## src/hw/rtl/css_pkg.sv

```systemverilog
// ----------------------------------------------------------------------------
// css_pkg
// Types and constants of the cursor sequence store.
// ----------------------------------------------------------------------------
package css_pkg;

  // storage geometry
  localparam int CAPACITY    = 64;
  localparam int VALUE_WIDTH = 32;
  localparam int IDX_W       = $clog2(CAPACITY);
  localparam int CNT_W       = $clog2(CAPACITY + 1);

  // operation codes of a request
  typedef enum logic [2:0] {
    FN_START   = 3'd0,
    FN_ADVANCE = 3'd1,
    FN_INSERT  = 3'd2,
    FN_ATTACH  = 3'd3,
    FN_REMOVE  = 3'd4
  } func_t;

  // error codes of a response
  typedef enum logic [1:0] {
    ERR_NONE  = 2'd0,
    ERR_FULL  = 2'd1,
    ERR_NOCUR = 2'd2
  } err_t;

  // move applied to the whole row of cells at once
  typedef enum logic [2:0] {
    SH_HOLD     = 3'd0,
    SH_ROT_UP   = 3'd1,
    SH_ROT_DOWN = 3'd2,
    SH_PUSH     = 3'd3,
    SH_POP      = 3'd4,
    SH_SWAP     = 3'd5
  } shift_t;

  // request payload
  typedef struct packed {
    logic [2:0]  func;
    logic [31:0] entry_value;
  } cmd_t;

  // response payload
  typedef struct packed {
    logic [31:0] current_value;
    logic        has_current;
    logic [6:0]  item_count;
    logic [6:0]  cursor_pos;
    logic [1:0]  error_code;
  } rsp_t;

  // broadcast from the sequencer to every cell
  typedef struct packed {
    shift_t                 shift;
    logic [CNT_W-1:0]       left_cnt;
    logic [VALUE_WIDTH-1:0] value;
  } cell_ctrl_t;

  // view of the store after the last request
  typedef struct packed {
    logic             rsp_valid;
    logic             has_current;
    logic [CNT_W-1:0] item_count;
    logic [CNT_W-1:0] cursor_pos;
    err_t             error_code;
  } ctrl_status_t;

endpackage

```

## src/hw/rtl/css_cell.sv

```systemverilog
// ----------------------------------------------------------------------------
// css_cell
// One slot of the ring. Cells from index 0 upward hold the entries from the
// cursor on (cell 0 is current); cells from the top index downward hold the
// entries before the cursor, nearest first.
// ----------------------------------------------------------------------------
module css_cell
  import css_pkg::*;
(
  input  logic                   clk,
  input  cell_ctrl_t             ctrl,
  input  logic [IDX_W-1:0]       idx,
  input  logic [VALUE_WIDTH-1:0] prev_val,
  input  logic [VALUE_WIDTH-1:0] next_val,
  output logic [VALUE_WIDTH-1:0] value
);

  logic [CNT_W:0]           pos_sum;
  logic                     is_head;
  logic                     in_right;
  logic                     in_swap;
  logic [VALUE_WIDTH-1:0]   value_next;

  // region of this cell relative to the entries before the cursor
  always_comb begin
    pos_sum  = (CNT_W + 1)'(idx) + (CNT_W + 1)'(ctrl.left_cnt);
    is_head  = (idx == '0);
    in_right = (pos_sum < (CNT_W + 1)'(CAPACITY));
    in_swap  = (pos_sum >= (CNT_W + 1)'(CAPACITY - 1));
  end

  // next content of the slot
  always_comb begin
    value_next = value;
    case (ctrl.shift)
      SH_ROT_UP:   value_next = prev_val;
      SH_ROT_DOWN: value_next = next_val;
      SH_PUSH: begin
        if (is_head) value_next = ctrl.value;
        else if (in_right) value_next = prev_val;
      end
      SH_POP: begin
        if (in_right) value_next = next_val;
      end
      SH_SWAP: begin
        if (is_head) value_next = ctrl.value;
        else if (in_swap) value_next = next_val;
      end
      default: value_next = value;
    endcase
  end

  always_ff @(posedge clk) begin
    value <= value_next;
  end

endmodule

```

## src/hw/rtl/css_ctrl.sv

```systemverilog
// ----------------------------------------------------------------------------
// css_ctrl
// Sequencer: decodes requests, keeps the counts on both sides of the cursor,
// steps the rewind for start and for insert with no current entry, and holds the response flag and error code.
// ----------------------------------------------------------------------------
module css_ctrl
  import css_pkg::*;
(
  input  logic         clk,
  input  logic         rst,
  input  logic         cmd_valid,
  output logic         cmd_ready,
  input  cmd_t         cmd,
  input  logic         rsp_ready,
  output cell_ctrl_t   cell_ctrl,
  output ctrl_status_t status
);

  typedef enum logic [1:0] {
    ST_IDLE   = 2'b01,
    ST_REWIND = 2'b10
  } state_t;

  state_t                 state, state_next;
  logic [CNT_W-1:0]       left_cnt, left_cnt_next;
  logic [CNT_W-1:0]       right_cnt, right_cnt_next;
  logic                   rsp_valid, rsp_valid_next;
  err_t                   err, err_next;
  logic                   pend_insert, pend_insert_next;
  logic [VALUE_WIDTH-1:0] pend_value, pend_value_next;
  logic [CNT_W-1:0]       count;
  logic                   accept;
  logic                   full;
  logic                   cur;

  assign count     = left_cnt + right_cnt;
  assign full      = (count == CNT_W'(CAPACITY));
  assign cur       = (right_cnt != '0);
  assign cmd_ready = (state == ST_IDLE) && (!rsp_valid || rsp_ready);
  assign accept    = cmd_valid && cmd_ready;

  // request decode and rewind sequencing
  always_comb begin
    state_next         = state;
    left_cnt_next      = left_cnt;
    right_cnt_next     = right_cnt;
    rsp_valid_next     = rsp_valid && !rsp_ready;
    err_next           = err;
    pend_insert_next   = pend_insert;
    pend_value_next    = pend_value;
    cell_ctrl.shift    = SH_HOLD;
    cell_ctrl.left_cnt = left_cnt;
    cell_ctrl.value    = cmd.entry_value[VALUE_WIDTH-1:0];
    unique case (state)
      ST_IDLE: begin
        if (accept) begin
          rsp_valid_next  = 1'b1;
          err_next        = ERR_NONE;
          pend_value_next = cmd.entry_value[VALUE_WIDTH-1:0];
          unique case (cmd.func)
            FN_START: begin
              if (left_cnt != '0) begin
                state_next       = ST_REWIND;
                rsp_valid_next   = 1'b0;
                pend_insert_next = 1'b0;
              end
            end
            FN_ADVANCE: begin
              if (!cur) begin
                err_next = ERR_NOCUR;
              end else begin
                cell_ctrl.shift = SH_ROT_DOWN;
                left_cnt_next   = left_cnt + CNT_W'(1);
                right_cnt_next  = right_cnt - CNT_W'(1);
              end
            end
            FN_INSERT: begin
              if (full) begin
                err_next = ERR_FULL;
              end else if (cur || left_cnt == '0) begin
                cell_ctrl.shift = SH_PUSH;
                right_cnt_next  = right_cnt + CNT_W'(1);
              end else begin
                // no current entry: bring the cursor back to the front first
                state_next       = ST_REWIND;
                rsp_valid_next   = 1'b0;
                pend_insert_next = 1'b1;
              end
            end
            FN_ATTACH: begin
              if (full) begin
                err_next = ERR_FULL;
              end else if (cur) begin
                cell_ctrl.shift = SH_SWAP;
                left_cnt_next   = left_cnt + CNT_W'(1);
              end else begin
                cell_ctrl.shift = SH_PUSH;
                right_cnt_next  = right_cnt + CNT_W'(1);
              end
            end
            FN_REMOVE: begin
              if (!cur) begin
                err_next = ERR_NOCUR;
              end else begin
                cell_ctrl.shift = SH_POP;
                right_cnt_next  = right_cnt - CNT_W'(1);
              end
            end
            default: ;
          endcase
        end
      end
      ST_REWIND: begin
        if (left_cnt != '0) begin
          // move one entry from before the cursor to the front of the rest
          cell_ctrl.shift = SH_ROT_UP;
          left_cnt_next   = left_cnt - CNT_W'(1);
          right_cnt_next  = right_cnt + CNT_W'(1);
        end else begin
          if (pend_insert) begin
            cell_ctrl.shift = SH_PUSH;
            cell_ctrl.value = pend_value;
            right_cnt_next  = right_cnt + CNT_W'(1);
          end
          rsp_valid_next = 1'b1;
          err_next       = ERR_NONE;
          state_next     = ST_IDLE;
        end
      end
      default: state_next = ST_IDLE;
    endcase
  end

  // control registers
  always_ff @(posedge clk) begin
    if (rst) begin
      state     <= ST_IDLE;
      left_cnt  <= '0;
      right_cnt <= '0;
      rsp_valid <= 1'b0;
      err       <= ERR_NONE;
    end else begin
      state     <= state_next;
      left_cnt  <= left_cnt_next;
      right_cnt <= right_cnt_next;
      rsp_valid <= rsp_valid_next;
      err       <= err_next;
    end
  end

  // pending request of a rewind
  always_ff @(posedge clk) begin
    pend_insert <= pend_insert_next;
    pend_value  <= pend_value_next;
  end

  // view of the store
  always_comb begin
    status.rsp_valid   = rsp_valid;
    status.has_current = cur;
    status.item_count  = count;
    status.cursor_pos  = left_cnt;
    status.error_code  = err;
  end

endmodule

```

## src/hw/rtl/cursor_sequence_store.sv

```systemverilog
// ----------------------------------------------------------------------------
// cursor_sequence_store
// Ordered store of up to 64 values with a cursor, held in a ring of cells.
// ----------------------------------------------------------------------------
// Usage:
//   cmd (func, entry_value) is a request taken on cmd_valid && cmd_ready.
//   rsp carries the view after that request (current value, count, cursor,
//   error) and is taken on rsp_valid && rsp_ready; one response per request.
//   Every operation but two moves the whole ring at once, so the response
//   is shown in the cycle after the request and a new request can be
//   taken in each cycle while rsp_ready stays high.
//   Start, and insert with no current entry, first rotate the ring back by
//   one entry per cycle until the cursor is at the front; cmd_ready is low
//   during that rotation.
//   The response stays in place while rsp_ready is low; a new request is
//   taken in the cycle that the waiting response is taken.
//   Reset empties the store (count 0, cursor 0) at once and drops any
//   waiting response; cell contents need no clearing.
// ----------------------------------------------------------------------------
module cursor_sequence_store
  import css_pkg::*;
(
  input  logic clk,
  input  logic rst,
  input  logic cmd_valid,
  output logic cmd_ready,
  input  cmd_t cmd,
  output logic rsp_valid,
  input  logic rsp_ready,
  output rsp_t rsp
);

  cell_ctrl_t             cell_ctrl;
  ctrl_status_t           status;
  logic [VALUE_WIDTH-1:0] cell_val [CAPACITY];

  // sequencer
  css_ctrl u_ctrl (
    .clk       (clk),
    .rst       (rst),
    .cmd_valid (cmd_valid),
    .cmd_ready (cmd_ready),
    .cmd       (cmd),
    .rsp_ready (rsp_ready),
    .cell_ctrl (cell_ctrl),
    .status    (status)
  );

  // ring of cells, each wired to both neighbors
  for (genvar i = 0; i < CAPACITY; i++) begin : g_cell
    localparam int PREV_I = (i + CAPACITY - 1) % CAPACITY;
    localparam int NEXT_I = (i + 1) % CAPACITY;
    css_cell u_cell (
      .clk      (clk),
      .ctrl     (cell_ctrl),
      .idx      (IDX_W'(i)),
      .prev_val (cell_val[PREV_I]),
      .next_val (cell_val[NEXT_I]),
      .value    (cell_val[i])
    );
  end

  // response view, cell 0 holds the current entry
  always_comb begin
    rsp_valid         = status.rsp_valid;
    rsp.current_value = status.has_current ? 32'(cell_val[0]) : 32'd0;
    rsp.has_current   = status.has_current;
    rsp.item_count    = 7'(status.item_count);
    rsp.cursor_pos    = 7'(status.cursor_pos);
    rsp.error_code    = status.error_code;
  end

endmodule

```

## config.mk

```make
export PLATFORM = sky130hd
export DESIGN_NAME = cursor_sequence_store
export DESIGN_NICKNAME = d
export VERILOG_FILES = /design/src/hw/rtl/css_pkg.sv /design/src/hw/rtl/css_cell.sv /design/src/hw/rtl/css_ctrl.sv /design/src/hw/rtl/cursor_sequence_store.sv
export SDC_FILE = /design/constraint.sdc
export NUM_CORES = 2
export LEC_CHECK = 0
export ABC_AREA = 0
export BUFFER_PORTS_ARGS = -buffer_cell sky130_fd_sc_hd__buf_4
export CORE_MARGIN = 2
export CORE_UTILIZATION = 30
export CTS_CLUSTER_DIAMETER = 120
export CTS_CLUSTER_SIZE = 20
export DETAILED_ROUTE_END_ITERATION = 8
export GPL_ROUTABILITY_DRIVEN = 0
export REMOVE_ABC_BUFFERS = 1
export SLEW_MARGIN = 0
export SYNTH_ARGS = -nofsm -noshare
export SYNTH_HDL_FRONTEND = slang
export SYNTH_SLANG_ARGS = --single-unit
```

## constraint.sdc

```tcl
create_clock -name clk -period 8.37 [get_ports clk]
set_input_delay 0 -clock clk [delete_from_list [all_inputs] [get_ports clk]]
set_output_delay 0 -clock clk [all_outputs]
set_load 0.005 [all_outputs]
```

==> impl_metrics.csv <==
group,metric,value,unit
run_status,outcome,"completed",
power_and_ir_drop,total_leakage_power,36.92,nW
grt,grt_max_degree,169,
cts,max-clock-path-buffers,3,
routing,num_vias,48310,
cts,cts_tree,"done",
cts,numCtsBuffers,115,
cts,postCtsResizedCells,0,
grt,grt_pass1_vias,48960,
synthesis,yosys_warnings,0,
finish,nNetsFinal,5575,
sta,fmax,164.3,MHz
cts,cts_sinks,2100,
critical_path,cp-end-kind,"flip-flop",
critical_path,cp.arrival,6.63,ns
sta,drv_slew,0,
routing,viasPerCell,4.897,
synthesis,yosysSeqAreaShare,64.19,%
die,num_io_pins,90,
place,io_buffer_count,89,
synthesis,syn_area_per_cell,17.96,µm²
sta,worst_pin_slew,1.321,ns
sta,rsz0062_at_grt,"no",
synthesis,synthArstFlopShare,0,%
cts,ctsRootBufferMaster,"clkbuf_16",
grt,gr-usage-all-layers,12.74,%
sta,hold_viol_final,0,
critical_path,crit_fanout,54,
die,coreArea,0.3245,mm²
finish,num_antenna_cells,0,
critical_path,critPathSlowestCell,"a21oi_4",
die,initial_utilization,30.18,%
synthesis,ys_types,78,
sta,max_slew_margin,11.93,%
critical_path,crit_type,"flip-flop to flip-flop",
routing,ant_nets,0,
sta,fin_tns_setup,0,ns
finish,area_delta_synth_final,9.358,%
finish,drive_gt1_share,39.68,%
die,die_h,575.4,µm
critical_path,path_delay_family,"buffers and inverters",
routing,drc_errors,0,
routing,first_pass_iters,8,
sta,finalSetupViolations,0,
grt,grt_overflow,0,
cts,h-tree-depth,3,
die,die_area,0.3311,mm²
routing,wl_per_cell,22.25,µm
place,place_ws,2.383,ns
synthesis,ys.flop_type,"edfxtp_1",
grt,grt_first_pass_wirelength,327400,µm
hold_path,hold_class,"input pin to flip-flop",
power_and_ir_drop,vdd_drop_max,0.0002451,V
synthesis,synth_area,0.09795,mm²
routing,wl,219500,µm
critical_path,worstPathRequired,8.91,ns
cts,path_clk_slew,0.10,ns
synthesis,ys_ff_latch,2100,
sta,layout_setup_ws,2.282,ns
die,dieWidth,575.4,µm
synthesis,synth_edf_count,2081,
critical_path,startpoint_type,"flip-flop",
power_and_ir_drop,powerDensity,252.9,mW/mm²
sta,skew,0.04423,ns
critical_path,worstPathCellList,"inv_2, nand2_1, inv_1, ha_1, a211oi_2, o31a_1, or2_1, a21oi_1, nor2_1, a21oi_4, buf_4, buf_4, mux2_1",
critical_path,crit_buf_inv,4,
grt,antenna_found_initial,8,
synthesis,syn-instance-count,5453,
job,maxCapViolCount,0,
place,dp_hpwl,145500,µm
sta,fin_crit_sh,72.73,%
critical_path,crit_path_max_incr_delay,0.82,ns
die,rows,209,
routing,drt-initial-drc-count,5406,
sta,finalCriticalPeriod,6.088,ns
critical_path,path_common_cell,"buf_4",
cts,insertion_delay,0.81,ns
-- synth_stat cells, types with 8 or more instances --
library cell	n	area, µm²
a2111oi_0	20	175.2
nor3_1	114	570.6
a221o_1	33	330.3
buf_6	137	1543
nor2_1	113	424.2
o22ai_1	15	93.84
edfxtp_1	2081	62490
mux2i_1	43	430.4
nand4_1	10	62.56
a21o_1	8	60.06
a211oi_1	8	60.06
mux2_4	1000	15010
nor4_1	31	193.9
or3_1	19	118.9
dfxtp_1	19	380.4
clkbuf_1	95	356.6
nand3_1	37	185.2
buf_1	11	41.29
and3_1	16	100.1
a31oi_1	20	125.1
xnor2_1	36	315.3
a21oi_1	73	365.4
o21ai_0	69	345.3
buf_2	93	465.5
mux2_2	779	8772
nand2_1	100	375.4
inv_1	24	90.09
mux2_1	240	2703
and2_1	36	225.2
ha_1	25	312.8
o211ai_1	19	142.6
-- sequential cells by signal (all words and copies together) (netlist names) --
name / flops
g_cell.u_cell.value: 2048
u_ctrl.pend_value: 32
u_ctrl.left_cnt: 7
u_ctrl.right_cnt: 7
u_ctrl.err: 2
u_ctrl.state: 2
u_ctrl.pend_insert: 1
u_ctrl.rsp_valid: 1
-- through the flow --
step | total power, W | util, % | hold slack [ns] | cells | instance area [µm²]
3_3_place_gp | 0.02129 | 31.81 | 0.1929 | 9641 | 103200
4_1_cts | 0.02732 | 32.99 | 0.01671 | 9862 | 107100
6_report | 0.02709 | 33.01 | 0.1180 | 9864 | 107100
3_5_place_dp | 0.02145 | 31.81 | 0.1915 | 9641 | 103200
5_1_grt | 0.02815 | 33.01 | 0.06345 | 9864 | 107100
2_1_floorplan | 0.02214 | - | 0.06907 | 5113 | 95510
-- placed cells by master, fill, tap and decap left out, drive strengths merged, types with 37 or more instances in the layout --
master,instances
and2,37
nor2,113
nor3,117
clkbuf,140
o21ai,74
nand2,100
mux2,2019
buf,205
a21oi,74
edfxtp,2081
nand3,37
mux2i,43
dlygate4sd3,74
-- per-layer routing --
layer	routed length (µm)	track usage, %	up-vias	share of wire [%]
li1	-	-	21370	-
met4	4801	2.719	6	2.2
met5	44	0	-	0.020
met3	11200	1.850	301	5.1
met1	99140	17.86	25240	45
met2	104300	20.87	1394	48
-- cell families (layout without fill, tap and decap cells) --
group,count (synthesis),count (layout),synth area share [%]
adder cells (fa/ha/maj),27,27,0.3602
multiplexers,2062,2062,27.48
AO/OA/AOI/OAI,334,334,2.321
AND/OR/NAND/NOR,523,523,2.700
buffers and inverters,367,453,2.591
flip-flops,2100,2100,64.19
XOR/XNOR,40,40,0.3577
-- cell type report --
type / instances / area [µm²]
clock buffer: 140 / 3014
clock inverter: 7 / 83.83
fill: 30680 / 217400
inverter: 27 / 101.3
multi-input combinational: 2986 / 33160
sequential: 2100 / 62870
tap: 4325 / 5411
timing repair buffer: 279 / 2467
-- final timing paths --
kind	startpoint	end	slack [ns]	depth (start not counted)
hold / removal	rst	u_ctrl.right_cnt[3]	0.12	3
hold reg to reg	u_ctrl.err[0]	u_ctrl.err[0]	0.51	2
setup / recovery	u_ctrl.left_cnt[5]	g_cell[29].u_cell.value[7]	2.28	13
setup reg to reg	u_ctrl.left_cnt[5]	g_cell[29].u_cell.value[7]	2.28	13
-- where the power goes --
group / total (W) / internal, W / switching (W)
logic: 0.00591 / 0.00312 / 0.00278
clock network: 0.00585 / 0.00253 / 0.00332
registers: 0.0153 / 0.0141 / 0.00121
total: 0.0271 / 0.0198 / 0.00731
-- what timing repair did --
item / CTS / global route
hold buffers: 74 / 0
setup buffers: 0 / 0
endpoints found under the hold margin: 85 / 0
-- worst min-delay path: cells and delay by family --
kind	cells	cell delay [ns]
buffers and inverters	2	0.81
AO/OA/AOI/OAI	1	0.07
Power figures use the tool's default switching activity.
